`src/design/scp_pkg.sv`:
```
package scp_pkg;

  localparam int LINE_BYTES  = 6;
  localparam int STORE_DEPTH = LINE_BYTES - 1;
  localparam int CNT_W       = $clog2(STORE_DEPTH + 1);
  localparam int IDX_W       = $clog2(STORE_DEPTH);
  localparam int BYTE_W      = 8;
  localparam int DATA_W      = 14;
  localparam int VAL_W       = DATA_W + 1;
  localparam int ACC_W       = VAL_W + 4;
  localparam int CFG_IDX_W   = 2;

  localparam logic [VAL_W-1:0] VAL_SAT = {1'b1, {DATA_W{1'b0}}};

  localparam logic [BYTE_W-1:0] CHR_CR    = 8'h0D;
  localparam logic [BYTE_W-1:0] CHR_SPACE = 8'h20;
  localparam logic [BYTE_W-1:0] CHR_HT    = 8'h09;
  localparam logic [BYTE_W-1:0] CHR_FF    = 8'h0C;
  localparam logic [BYTE_W-1:0] CHR_PLUS  = 8'h2B;
  localparam logic [BYTE_W-1:0] CHR_MINUS = 8'h2D;
  localparam logic [BYTE_W-1:0] CHR_0     = 8'h30;
  localparam logic [BYTE_W-1:0] CHR_9     = 8'h39;
  localparam logic [BYTE_W-1:0] CHR_O     = 8'h6F;
  localparam logic [BYTE_W-1:0] CHR_N     = 8'h6E;
  localparam logic [BYTE_W-1:0] CHR_F_LC  = 8'h66;
  localparam logic [BYTE_W-1:0] CHR_T     = 8'h54;
  localparam logic [BYTE_W-1:0] CHR_F     = 8'h46;

  localparam logic [CFG_IDX_W-1:0] REG_MIN_PERIOD = 2'd0;
  localparam logic [CFG_IDX_W-1:0] REG_MAX_PERIOD = 2'd1;
  localparam logic [CFG_IDX_W-1:0] REG_MIN_PULSE  = 2'd2;

  localparam logic [DATA_W-1:0] RST_MIN_PERIOD = 14'd10;
  localparam logic [DATA_W-1:0] RST_MAX_PERIOD = 14'd5000;
  localparam logic [DATA_W-1:0] RST_MIN_PULSE  = 14'd0;
  localparam logic [DATA_W-1:0] RST_PERIOD     = 14'd10;
  localparam logic [DATA_W-1:0] RST_PULSE      = 14'd0;

  typedef enum logic [2:0] {
    KIND_NONE   = 3'd0,
    KIND_ON     = 3'd1,
    KIND_OFF    = 3'd2,
    KIND_PERIOD = 3'd3,
    KIND_PULSE  = 3'd4
  } kind_t;

  typedef enum logic [2:0] {
    ST_IDLE,
    ST_DECODE,
    ST_CLAMP_LO,
    ST_CLAMP_HI,
    ST_ECHO
  } state_t;

  typedef struct packed {
    logic load_byte;
    logic start_line;
    logic dec_step;
    logic clamp_lo;
    logic clamp_hi;
    logic echo_next;
  } ctl_t;

  typedef struct packed {
    logic rx_is_cr;
    logic needs_num;
    logic dec_done;
    logic echo_last;
  } sts_t;

endpackage

```
`src/design/scp_if.sv`:
```
interface scp_rx_if;
  logic                          valid;
  logic                          ready;
  logic [scp_pkg::BYTE_W-1:0]    rx_byte;

  modport source (output valid, output rx_byte, input ready);
  modport sink   (input valid, input rx_byte, output ready);
endinterface

interface scp_tx_if;
  logic                          valid;
  logic                          ready;
  logic [scp_pkg::BYTE_W-1:0]    tx_byte;
  logic                          echo_last;
  logic [2:0]                    command_kind;
  logic                          pwm_enabled;
  logic [scp_pkg::DATA_W-1:0]    period_value;
  logic [scp_pkg::DATA_W-1:0]    pulse_value;

  modport source (output valid, output tx_byte, output echo_last, output command_kind,
                  output pwm_enabled, output period_value, output pulse_value,
                  input ready);
  modport sink   (input valid, input tx_byte, input echo_last, input command_kind,
                  input pwm_enabled, input period_value, input pulse_value,
                  output ready);
endinterface

interface scp_cfg_if;
  logic                          valid;
  logic                          ready;
  logic [scp_pkg::CFG_IDX_W-1:0] index;
  logic [scp_pkg::DATA_W-1:0]    data;

  modport source (output valid, output index, output data, input ready);
  modport sink   (input valid, input index, input data, output ready);
endinterface

```
`src/design/scp_ctrl.sv`:
```
module scp_ctrl (
  input  logic          clk,
  input  logic          rst,
  input  logic          rx_valid,
  output logic          rx_ready,
  output logic          tx_valid,
  input  logic          tx_ready,
  input  scp_pkg::sts_t sts,
  output scp_pkg::ctl_t ctl
);

  scp_pkg::state_t state;
  scp_pkg::state_t state_next;

  always_ff @(posedge clk) begin
    if (rst) begin
      state <= scp_pkg::ST_IDLE;
    end else begin
      state <= state_next;
    end
  end

  always_comb begin
    state_next = state;
    ctl        = '0;
    rx_ready   = 1'b0;
    tx_valid   = 1'b0;
    case (state)
      scp_pkg::ST_IDLE: begin
        rx_ready = 1'b1;
        if (rx_valid) begin
          if (sts.rx_is_cr) begin
            ctl.start_line = 1'b1;
            state_next     = sts.needs_num ? scp_pkg::ST_DECODE : scp_pkg::ST_ECHO;
          end else begin
            ctl.load_byte = 1'b1;
          end
        end
      end
      scp_pkg::ST_DECODE: begin
        if (sts.dec_done) begin
          state_next = scp_pkg::ST_CLAMP_LO;
        end else begin
          ctl.dec_step = 1'b1;
        end
      end
      scp_pkg::ST_CLAMP_LO: begin
        ctl.clamp_lo = 1'b1;
        state_next   = scp_pkg::ST_CLAMP_HI;
      end
      scp_pkg::ST_CLAMP_HI: begin
        ctl.clamp_hi = 1'b1;
        state_next   = scp_pkg::ST_ECHO;
      end
      scp_pkg::ST_ECHO: begin
        tx_valid = 1'b1;
        if (tx_ready) begin
          ctl.echo_next = 1'b1;
          if (sts.echo_last) begin
            state_next = scp_pkg::ST_IDLE;
          end
        end
      end
      default: begin
        state_next = scp_pkg::ST_IDLE;
      end
    endcase
  end

endmodule

```
`src/design/scp_dpath.sv`:
```
module scp_dpath (
  input  logic                             clk,
  input  logic                             rst,
  input  scp_pkg::ctl_t                    ctl,
  output scp_pkg::sts_t                    sts,
  input  logic [scp_pkg::BYTE_W-1:0]       rx_byte,
  input  logic                             cfg_we,
  input  logic [scp_pkg::CFG_IDX_W-1:0]    cfg_index,
  input  logic [scp_pkg::DATA_W-1:0]       cfg_data,
  output logic [scp_pkg::BYTE_W-1:0]       tx_byte,
  output logic                             echo_last,
  output logic [2:0]                       command_kind,
  output logic                             pwm_enabled,
  output logic [scp_pkg::DATA_W-1:0]       period_value,
  output logic [scp_pkg::DATA_W-1:0]       pulse_value
);

  logic [scp_pkg::BYTE_W-1:0] store [scp_pkg::STORE_DEPTH];
  logic [scp_pkg::CNT_W-1:0]  cnt;
  logic [scp_pkg::CNT_W-1:0]  ptr;
  logic                       phase_dig;
  logic                       neg;
  logic [scp_pkg::VAL_W-1:0]  val;
  scp_pkg::kind_t             kind;
  logic                       enable;
  logic [scp_pkg::DATA_W-1:0] period;
  logic [scp_pkg::DATA_W-1:0] pulse;
  logic [scp_pkg::DATA_W-1:0] min_period;
  logic [scp_pkg::DATA_W-1:0] max_period;
  logic [scp_pkg::DATA_W-1:0] min_pulse;

  logic                       in_range;
  logic [scp_pkg::BYTE_W-1:0] cur;
  logic                       is_ws;
  logic                       is_sign;
  logic                       is_digit;
  logic                       is_on;
  logic                       is_off;
  logic                       is_t;
  logic                       is_f;
  scp_pkg::kind_t             line_kind;
  logic [scp_pkg::ACC_W-1:0]  acc;
  logic [scp_pkg::VAL_W-1:0]  acc_sat;
  logic                       below_zero;
  logic [scp_pkg::VAL_W-1:0]  lo_val;
  logic [scp_pkg::VAL_W-1:0]  hi_lim;
  logic [scp_pkg::VAL_W-1:0]  hi_val;

  assign in_range = ptr < cnt;
  assign cur      = in_range ? store[ptr[scp_pkg::IDX_W-1:0]] : '0;

  always_comb begin
    is_ws    = cur inside {scp_pkg::CHR_SPACE, [scp_pkg::CHR_HT:scp_pkg::CHR_FF]};
    is_sign  = cur inside {scp_pkg::CHR_PLUS, scp_pkg::CHR_MINUS};
    is_digit = cur inside {[scp_pkg::CHR_0:scp_pkg::CHR_9]};
  end

  // fixed taps at the head of the line
  always_comb begin
    is_on  = (cnt >= scp_pkg::CNT_W'(2)) && store[0] == scp_pkg::CHR_O &&
             store[1] == scp_pkg::CHR_N;
    is_off = (cnt >= scp_pkg::CNT_W'(3)) && store[0] == scp_pkg::CHR_O &&
             store[1] == scp_pkg::CHR_F_LC && store[2] == scp_pkg::CHR_F_LC;
    is_t   = (cnt >= scp_pkg::CNT_W'(1)) && store[0] == scp_pkg::CHR_T;
    is_f   = (cnt >= scp_pkg::CNT_W'(1)) && store[0] == scp_pkg::CHR_F;
    if (is_on) begin
      line_kind = scp_pkg::KIND_ON;
    end else if (is_off) begin
      line_kind = scp_pkg::KIND_OFF;
    end else if (is_t) begin
      line_kind = scp_pkg::KIND_PERIOD;
    end else if (is_f) begin
      line_kind = scp_pkg::KIND_PULSE;
    end else begin
      line_kind = scp_pkg::KIND_NONE;
    end
  end

  // val * 10 + digit, saturating above the 14-bit range
  always_comb begin
    acc = (scp_pkg::ACC_W'(val) << 3) + (scp_pkg::ACC_W'(val) << 1) +
          scp_pkg::ACC_W'(cur[3:0]);
    acc_sat = (acc > scp_pkg::ACC_W'(scp_pkg::VAL_SAT)) ? scp_pkg::VAL_SAT
                                                        : acc[scp_pkg::VAL_W-1:0];
  end

  always_comb begin
    below_zero = neg && (val != '0);
    if (kind == scp_pkg::KIND_PERIOD) begin
      if (below_zero || val < {1'b0, min_period}) begin
        lo_val = {1'b0, min_period};
      end else begin
        lo_val = val;
      end
      hi_lim = {1'b0, max_period};
    end else begin
      if (below_zero || val < {1'b0, min_pulse}) begin
        lo_val = '0;
      end else begin
        lo_val = val;
      end
      hi_lim = {1'b0, period};
    end
    hi_val = (val > hi_lim) ? hi_lim : val;
  end

  always_comb begin
    sts.rx_is_cr  = rx_byte == scp_pkg::CHR_CR;
    sts.needs_num = is_t || is_f;
    sts.echo_last = ptr == cnt;
    if (!in_range) begin
      sts.dec_done = 1'b1;
    end else if (phase_dig) begin
      sts.dec_done = !is_digit;
    end else begin
      sts.dec_done = !(is_ws || is_sign || is_digit);
    end
  end

  always_ff @(posedge clk) begin
    if (ctl.load_byte && cnt < scp_pkg::CNT_W'(scp_pkg::STORE_DEPTH)) begin
      store[cnt[scp_pkg::IDX_W-1:0]] <= rx_byte;
    end
  end

  always_ff @(posedge clk) begin
    if (ctl.start_line) begin
      ptr       <= is_on || is_off || line_kind == scp_pkg::KIND_NONE ? '0
                                                                       : scp_pkg::CNT_W'(1);
      phase_dig <= 1'b0;
      neg       <= 1'b0;
      val       <= '0;
    end else if (ctl.dec_step) begin
      ptr <= ptr + scp_pkg::CNT_W'(1);
      if (phase_dig || is_digit) begin
        phase_dig <= 1'b1;
        val       <= acc_sat;
      end else if (is_sign) begin
        phase_dig <= 1'b1;
        neg       <= cur == scp_pkg::CHR_MINUS;
      end
    end else if (ctl.clamp_lo) begin
      val <= lo_val;
    end else if (ctl.clamp_hi) begin
      ptr <= '0;
    end else if (ctl.echo_next && ptr != cnt) begin
      ptr <= ptr + scp_pkg::CNT_W'(1);
    end
  end

  always_ff @(posedge clk) begin
    if (rst) begin
      cnt    <= '0;
      kind   <= scp_pkg::KIND_NONE;
      enable <= 1'b0;
      period <= scp_pkg::RST_PERIOD;
      pulse  <= scp_pkg::RST_PULSE;
    end else begin
      if (ctl.load_byte && cnt < scp_pkg::CNT_W'(scp_pkg::STORE_DEPTH)) begin
        cnt <= cnt + scp_pkg::CNT_W'(1);
      end
      if (ctl.echo_next && ptr == cnt) begin
        cnt <= '0;
      end
      if (ctl.start_line) begin
        kind <= line_kind;
        if (is_on) begin
          enable <= 1'b1;
        end else if (is_off) begin
          enable <= 1'b0;
        end
      end
      if (ctl.clamp_hi) begin
        if (kind == scp_pkg::KIND_PERIOD) begin
          period <= hi_val[scp_pkg::DATA_W-1:0];
        end else begin
          pulse <= hi_val[scp_pkg::DATA_W-1:0];
        end
      end
    end
  end

  always_ff @(posedge clk) begin
    if (rst) begin
      min_period <= scp_pkg::RST_MIN_PERIOD;
      max_period <= scp_pkg::RST_MAX_PERIOD;
      min_pulse  <= scp_pkg::RST_MIN_PULSE;
    end else if (cfg_we) begin
      case (cfg_index)
        scp_pkg::REG_MIN_PERIOD: min_period <= cfg_data;
        scp_pkg::REG_MAX_PERIOD: max_period <= cfg_data;
        scp_pkg::REG_MIN_PULSE:  min_pulse  <= cfg_data;
        default: ;
      endcase
    end
  end

  assign tx_byte      = (ptr == cnt) ? scp_pkg::CHR_CR : cur;
  assign echo_last    = ptr == cnt;
  assign command_kind = kind;
  assign pwm_enabled  = enable;
  assign period_value = period;
  assign pulse_value  = pulse;

  a_cnt_bound: assert property (@(posedge clk) disable iff (rst)
    cnt <= scp_pkg::CNT_W'(scp_pkg::STORE_DEPTH))
    else $error("line count beyond store depth");

  a_ptr_bound: assert property (@(posedge clk) disable iff (rst)
    ctl.echo_next |-> ptr <= cnt)
    else $error("echo pointer past line end");

  a_line_clear: assert property (@(posedge clk) disable iff (rst)
    ctl.echo_next && ptr == cnt |=> cnt == '0)
    else $error("line not cleared after final echo");

  a_period_max: assert property (@(posedge clk) disable iff (rst)
    ctl.clamp_hi && kind == scp_pkg::KIND_PERIOD |=> period <= max_period)
    else $error("period above upper clamp");

  a_pulse_fit: assert property (@(posedge clk) disable iff (rst)
    ctl.clamp_hi && kind == scp_pkg::KIND_PULSE |=> pulse <= period)
    else $error("pulse wider than period");

endmodule

```
`src/design/serial_command_line_parser.sv`:
```
// Serial command line parser. Received bytes other than CR are kept in a
// line store of LINE_BYTES-1 bytes; bytes past a full store are dropped.
// A CR ends the line: "on"/"off" switch the PWM enable, "T<n>" sets the
// period clamped to [min_period, max_period] (upper clamp wins), "F<n>" sets
// the pulse width (0 below min_pulse, at most the period). The line is then
// echoed one byte per transfer, closed by a CR with echo_last high, and every
// echo carries the settings after the command. A CR starts the handling of
// the line: for T/F lines a decode step per skipped or parsed character up to
// the end of the number, then a lower and an upper clamp step; then one echo
// transfer per stored byte plus one for the closing CR, waiting while the
// receiver stalls. All of it walks the line store through a single shared
// pointer. Input is not taken while a line is being handled.
// Configuration writes are always accepted and should be made while idle.
module serial_command_line_parser (
  input logic       clk,
  input logic       rst,
  scp_rx_if.sink    rx,
  scp_tx_if.source  tx,
  scp_cfg_if.sink   cfg
);

  scp_pkg::ctl_t ctl;
  scp_pkg::sts_t sts;

  assign cfg.ready = 1'b1;

  scp_ctrl u_ctrl (
    .clk      (clk),
    .rst      (rst),
    .rx_valid (rx.valid),
    .rx_ready (rx.ready),
    .tx_valid (tx.valid),
    .tx_ready (tx.ready),
    .sts      (sts),
    .ctl      (ctl)
  );

  scp_dpath u_dpath (
    .clk          (clk),
    .rst          (rst),
    .ctl          (ctl),
    .sts          (sts),
    .rx_byte      (rx.rx_byte),
    .cfg_we       (cfg.valid),
    .cfg_index    (cfg.index),
    .cfg_data     (cfg.data),
    .tx_byte      (tx.tx_byte),
    .echo_last    (tx.echo_last),
    .command_kind (tx.command_kind),
    .pwm_enabled  (tx.pwm_enabled),
    .period_value (tx.period_value),
    .pulse_value  (tx.pulse_value)
  );

endmodule

```
`src/flat_wrapper.sv`:
```
// flat-port wrapper written by rule: the top's interface ports become plain ports
module serial_command_line_parser_flat 
  (clk, rst, rx_valid, rx_rx_byte, rx_ready, tx_valid, tx_tx_byte, tx_echo_last, tx_command_kind, tx_pwm_enabled, tx_period_value, tx_pulse_value, tx_ready, cfg_valid, cfg_index, cfg_data, cfg_ready);
  scp_rx_if rx_i ();
  scp_tx_if tx_i ();
  scp_cfg_if cfg_i ();
  input logic clk;
  input logic rst;
  input wire logic [$bits(rx_i.valid)-1:0] rx_valid;
  input wire logic [$bits(rx_i.rx_byte)-1:0] rx_rx_byte;
  output wire logic [$bits(rx_i.ready)-1:0] rx_ready;
  output wire logic [$bits(tx_i.valid)-1:0] tx_valid;
  output wire logic [$bits(tx_i.tx_byte)-1:0] tx_tx_byte;
  output wire logic [$bits(tx_i.echo_last)-1:0] tx_echo_last;
  output wire logic [$bits(tx_i.command_kind)-1:0] tx_command_kind;
  output wire logic [$bits(tx_i.pwm_enabled)-1:0] tx_pwm_enabled;
  output wire logic [$bits(tx_i.period_value)-1:0] tx_period_value;
  output wire logic [$bits(tx_i.pulse_value)-1:0] tx_pulse_value;
  input wire logic [$bits(tx_i.ready)-1:0] tx_ready;
  input wire logic [$bits(cfg_i.valid)-1:0] cfg_valid;
  input wire logic [$bits(cfg_i.index)-1:0] cfg_index;
  input wire logic [$bits(cfg_i.data)-1:0] cfg_data;
  output wire logic [$bits(cfg_i.ready)-1:0] cfg_ready;
  assign rx_i.valid = rx_valid;
  assign rx_i.rx_byte = rx_rx_byte;
  assign rx_ready = rx_i.ready;
  assign tx_valid = tx_i.valid;
  assign tx_tx_byte = tx_i.tx_byte;
  assign tx_echo_last = tx_i.echo_last;
  assign tx_command_kind = tx_i.command_kind;
  assign tx_pwm_enabled = tx_i.pwm_enabled;
  assign tx_period_value = tx_i.period_value;
  assign tx_pulse_value = tx_i.pulse_value;
  assign tx_i.ready = tx_ready;
  assign cfg_i.valid = cfg_valid;
  assign cfg_i.index = cfg_index;
  assign cfg_i.data = cfg_data;
  assign cfg_ready = cfg_i.ready;
  serial_command_line_parser u_core (.clk(clk), .rst(rst), .rx(rx_i), .tx(tx_i), .cfg(cfg_i));
endmodule
```
`config.mk`:
```
export PLATFORM = sky130hd
export DESIGN_NAME = serial_command_line_parser_flat
export DESIGN_NICKNAME = d
export VERILOG_FILES = /design/src/design/scp_pkg.sv /design/src/design/scp_if.sv /design/src/design/scp_ctrl.sv /design/src/design/scp_dpath.sv /design/src/design/serial_command_line_parser.sv /design/src/flat_wrapper.sv
export SDC_FILE = /design/constraint.sdc
export NUM_CORES = 1
export LEC_CHECK = 0
export ABC_CLOCK_PERIOD_IN_PS = 11300
export BUFFER_PORTS_ARGS = -buffer_cell sky130_fd_sc_hd__buf_4
export CELL_PAD_IN_SITES_DETAIL_PLACEMENT = 1
export CELL_PAD_IN_SITES_GLOBAL_PLACEMENT = 1
export CORE_MARGIN = 2
export CORE_UTILIZATION = 51
export DETAILED_ROUTE_END_ITERATION = 6
export HOLD_SLACK_MARGIN = 0.02
export PLACE_DENSITY = 0.88
export SYNTH_ARGS = -nofsm -noshare
export SYNTH_HDL_FRONTEND = slang
export SYNTH_SLANG_ARGS = --single-unit
```
`constraint.sdc`:
```
create_clock -name clk -period 11.3 [get_ports clk]
set_clock_uncertainty 0.15 [all_clocks]
set_input_delay 1.695 -clock clk [delete_from_list [all_inputs] [get_ports clk]]
set_output_delay 1.695 -clock clk [all_outputs]
set_load 0.01 [all_outputs]
```
### Word level (Yosys, flattened, before mapping)

Memories as Yosys holds them, arrays and structs flattened. A register that Yosys moved wholly into a read port is not among the register bits.
Index checks and enable logic that the tools add are counted.

* memories: 1
* RAM bits: 40
* register bits: 100
* output and inout port bits: 44

* reductions and logical operators: 46
* multiplexer cells: 49
* equal/unequal tests: 27
* add/subtract/negate cells: 4
* $lt $le $gt $ge: 13
* bitwise operators: 2

Memories
* u_core.u_dpath.store: words 5, bits a word 8, rd ports 4, clocked after memory_dff 1, wr ports 1, line scp_dpath.sv:18 `logic [scp_pkg::BYTE_W-1:0] store [scp_pkg::STORE_DEPTH];`

Operators by type and width (number)
* $mux 15: 7
* $eq 8x7->1 const B: 6
* $mux 3: 16
* $lt 15x14->1: 2
* $mux 14: 2
* $eq 8x6->1 const B: 3
* $add 18x16->19: 1
* $add 19x4->19: 1
* $gt 19x15->1 const B: 1
* $mux 1: 19
* $mux 8: 2
* $reduce_and 2->1: 8
* $gt 15x14->1: 1
* $pmux 3 s5: 1
* $reduce_bool 15->1: 1
* $logic_and 1x1->1: 13
* $reduce_bool 2->1: 5
* $eq 3x2->1 const B: 3
* $eq 8x4->1 const B: 1
* $ge 8x4->1 const B: 1
* $ge 8x6->1 const B: 1
* $le 8x4->1 const B: 1
* $le 8x6->1 const B: 1
* $logic_or 1x1->1: 8
* 26 further kinds: 36

### Longest topological paths before layout

* word-level depth: 15
* depth in mapped cells: 18

### By module

From an unflattened synthesis, not the netlist that was laid out.

* cells, all modules: 948
* area, all modules: 9281.4 µm²

Modules (own cells, without submodules)
* scp_dpath: instances 1, cells an instance 924, area each 9073.7 µm², seq. area each 3893.7 µm²
* scp_ctrl: instances 1, cells an instance 22, area each 196.4 µm², seq. area each 60.1 µm²
* serial_command_line_parser: instances 1, cells an instance 2, area each 11.3 µm², seq. area each 0.0 µm²

### Least setup slack after synthesis

Ideal clock, no wire load.

* path type: register -> register
* start point: register u_core.u_dpath.cnt[1] (netlist bit)
* end point: register u_core.u_dpath.val[0] (netlist bit)
* path buffers: 1
* slack: 6.673 ns
* setup time: 0.086 ns
* data arrival time: 4.391 ns
* required time: 11.064 ns
* stages on the path, launching flop included: 19
* path through: dfxtp_1 -> clkbuf_1 -> inv_1 -> ha_1 -> nand2_1 -> o21ai_1 -> nor2_1 -> ha_1 -> ha_1 -> fa_1 -> a211oi_1 -> nor2_1 -> xor2_1 -> or4b_1 -> nor4_1 -> a41oi_1 -> nor3_4 -> a221oi_1 -> a211oi_1

* longest elaborated chain between the ends: 14
* elaborated cells between the ends (all ways): 32

RTL lines
* start: declaration: line scp_dpath.sv:19 `logic [scp_pkg::CNT_W-1:0] cnt;`
* start signal: assignment: line scp_dpath.sv:160 `cnt <= cnt + scp_pkg::CNT_W'(1);`
* $lt 3x3->1 (*): line scp_dpath.sv:49 `assign in_range = ptr < cnt;`
* parallel branches: the longest is 13 deep, another holds $add 19x4->19
* end signal: assignment: line scp_dpath.sv:137 `val <= acc_sat;`
* end signal: assignment: line scp_dpath.sv:143 `val <= lo_val;`
* end: declaration: line scp_dpath.sv:23 `logic [scp_pkg::VAL_W-1:0] val;`

Mark *: on every way between the ends. The select of a mux whose other input is x is not followed.
A chain may end at the register's enable or synchronous reset.

### Worst setup path in the final report

* start point: register u_core.u_dpath.ptr[0] (netlist bit)
* end point: register u_core.u_dpath.val[0] (netlist bit)

* longest elaborated chain between the ends: 14
* elaborated cells between the ends (all ways): 32

RTL lines
* start: declaration: line scp_dpath.sv:20 `logic [scp_pkg::CNT_W-1:0] ptr;`
* start signal: assignment: line scp_dpath.sv:128 `ptr <= is_on || is_off || line_kind == scp_pkg::KIND_NONE ? '0`
* start signal: assignment: line scp_dpath.sv:134 `ptr <= ptr + scp_pkg::CNT_W'(1);`
* start signal: assignment: line scp_dpath.sv:147 `ptr <= ptr + scp_pkg::CNT_W'(1);`
* $lt 3x3->1 (*): line scp_dpath.sv:49
* parallel branches: the longest is 13 deep, another holds $add 19x4->19

Marked as above.

==> flow_summary.ini <==
[clock_network]
cts-root-buf = clkbuf_16
clockBufferDepth = 2
clk_pin_slew_worst_paths_ns = 0.07
clock_latency_ns = 0.43
clkSinkCount = 164
cts_tree = yes
cts_hold_buf = 0
cts_resized = 0
post_cts_buffers = 0
htreeDepth = 4
cts_buffers = 17

[setup_path]
crit_type = reg2reg
crit_required_ns = 11.46
r2r_cells = 15
start_kind = flop
worstPathCellList = mux4_2 -> mux2i_2 -> nor2_1 -> ha_1 -> ha_1 -> fa_1 -> a211oi_1 -> nor2_1 -> xor2_1 -> or4b_1 -> nor4_1 -> a41oi_1 -> nor3_4 -> a221oi_1 -> a211oi_1
crit_slowest_cell = edfxtp_1
timing.rr.start = u_core.u_dpath.ptr[0]
cp_max_fo = 19
reg2reg_to = u_core.u_dpath.val[0]
cp.arrival_ns = 6.38
cp_top_family = simple AND/OR/NAND/NOR gates
rrSetupSlack_ns = 5.08
worst-path-stages = 15
crit_start = u_core.u_dpath.ptr[0]
crit_buf_inv = 0
cpPeakStageDelay_ns = 1.14
critPathCapture = u_core.u_dpath.val[0]
cp-end-kind = flop

[sta]
fmax_mhz = 161
setup_tns_ns = 0
maxSlewViolCount = 0
min_period_ns = 6.22
worst_pin_slew_ns = 1.33
hold_viol_final = 0
period_share = 0.551
finalSetupViolCount = 0
maxSlewHeadroom = 0.111
rsz0062_at_grt = no

[synthesis]
synthMuxAreaShare = 0.0683
syn_inst = 931
synth_top_family_by_area = simple AND/OR/NAND/NOR gates
syn_avg_cell_area_um2 = 9.72
synth-edff-count = 67
ys_types = 68
synth_compound_area_frac = 0.163
netlist_area_mm2 = 0.00905
synth_xor_area_frac = 0.0145
ys_async_sr_fraction = 0
synth_fa_ha_area_frac = 0.109
ys_warn_count = 0
synth_seq_cells = 164
ys_seq_area_frac = 0.437
yosys.area_share.simple = 0.168
synth_flop_cell = dfxtp_1

[floorplan]
io_pins = 73
die_h_um = 137
dieArea_mm2 = 0.0188
start_util = 0.523
die_w_um = 137
core_area_mm2 = 0.0173
num_rows = 48

[power_and_ir_drop]
vdd_drop_max_mv = 0.149
power.density_mw_per_mm2 = 229
total_leakage_power_nw = 4.05

[drt]
dr.pass1.iters = 6
viasPerCell = 6.44
first_iter_violations = 718
route.vias.total = 8006
ant_nets = 0
wirelength_um = 30500
wl_per_cell_um = 24.5
drcViolationCount = 0

[cells_and_area]
area_growth_pct = 15.4
antenna_cells = 0
layout_common_cells = nand2_1, dfxtp_1, a21oi_1, ha_1, buf_4
nets = 1112
drive_gt1_frac = 0.148
final_common_cell = nand2_1
n_fill_cell = 1932
finalInstanceArea_mm2 = 0.0104

[place]
gp_congestion = 0.889
placed_cell_area_mm2 = 0.00983
io_buffers = 71
dp_hpwl_um = 21200

[grt]
antenna_found_initial = 0
grt.total_usage = 0.332
grt_max_degree = 68
grt_pass1_vias = 8309
grt_overflow_total = 0
grt_pass1_wl_um = 46900

[job]
cap_violations = 0

[hold_path]
hp-class = reg2reg

[outcome]
outcome = finished clean
cells by family (layout without fill, tap and decap cells):
kind of cell | count (synthesis) | after routing
flops | 164 | 164
mux | 41 | 41
simple gates | 312 | 312
xor+xnor | 15 | 15
compound gates | 229 | 229
buf+inv | 90 | 154
other cells | 2 | 25
fa+ha+maj | 78 | 78
power by group:
group          total (W)  internal (W)  leakage, nW  switching (W)
Clock           0.000603      0.000332        0.285       0.000270
Sequential      0.000784      0.000661         1.42       0.000123
Combinational    0.00100      0.000402         2.34       0.000602
Total            0.00239       0.00140         4.05       0.000995
cell usage after synthesis (all sizes together) (8+ instances only):
library cell	n	area, um2
inv	45	169
dfxtp	97	1940
a21o	12	90.1
mux4	16	360
o21ai	47	235
nand3	13	65.1
nor4	14	103
clkbuf	38	143
nor2	46	173
nor3	25	141
mux2i	22	224
nand2	142	533
nand4	12	75.1
nand3b	9	67.6
o211ai	14	105
ha	77	963
a21oi	77	385
a221oi	13	114
a211oi	29	218
or2	8	50.1
edfxtp	67	2010
xnor2	8	70.1
worst min path at each step:
stage	startpoint	endpoint	slack [ns]	cells past startpoint
after floorplan	u_core.u_dpath.max_period[13]	u_core.u_dpath.max_period[13]	0.29	2
after global placement	u_core.u_dpath.pulse_value[12]	u_core.u_dpath.pulse_value[12]	0.28	2
after detailed placement	u_core.u_dpath.pulse_value[5]	u_core.u_dpath.pulse_value[5]	0.30	2
after CTS	u_core.u_dpath.min_pulse[4]	u_core.u_dpath.min_pulse[4]	0.31	2
after global routing	u_core.u_dpath.min_pulse[0]	u_core.u_dpath.min_pulse[0]	0.33	2
final	u_core.u_dpath.min_pulse[4]	u_core.u_dpath.min_pulse[4]	0.31	2
tightest hold or removal path, cell delays in order (launching register included):
cell     delay (ns)
dfxtp_1        0.31
nand2_1        0.05
a21oi_1        0.05
through the flow:
step / hold WS, ns / cells / power (W) / utilization / setup slack (ns)
after floorplan: 0.286 / 954 / 0.00145 / - / 6.67
after global placement: 0.285 / 1211 / 0.00170 / 0.569 / 5.67
after detailed placement: 0.295 / 1211 / 0.00175 / 0.569 / 5.32
after CTS: 0.309 / 1243 / 0.00237 / 0.603 / 5.08
after global routing: 0.325 / 1243 / 0.00253 / 0.604 / 4.65
final: 0.307 / 1243 / 0.00239 / 0.604 / 5.08
area by class of cell:
class	count	area (um2)	area share
inverters	46	173	0.0165
clock inverters	15	175	0.0168
well taps	225	282	0.0270
multi-input cells	700	4860	0.466
flip-flops and latches	164	3950	0.379
clock buffers	17	425	0.0408
repair buffers	76	571	0.0547
sequential cells by signal (all words and copies together) (netlist names):
register,count
u_core.u_dpath.min_period,14
u_core.u_dpath.phase_dig,1
u_core.u_dpath.ptr,3
u_core.u_dpath.neg,1
u_core.u_ctrl.state,3
u_core.u_dpath.cnt,3
u_core.u_dpath.val,15
u_core.u_dpath.store,64
u_core.u_dpath.pulse_value,14
u_core.u_dpath.min_pulse,14
u_core.u_dpath.period_value,14
u_core.u_dpath.command_kind,3
u_core.u_dpath.max_period,14
u_core.u_dpath.pwm_enabled,1
layer usage:
metal / track usage / vias to the layer above / wire length (um)
met5: 0 / - / 0
met4: 0.168 / 0 / 1400
met3: 0.0644 / 102 / 1600
met2: 0.583 / 349 / 15700
met1: 0.384 / 3992 / 11800
li1: - / 3563 / -
(Power assumes the default switching activity.)
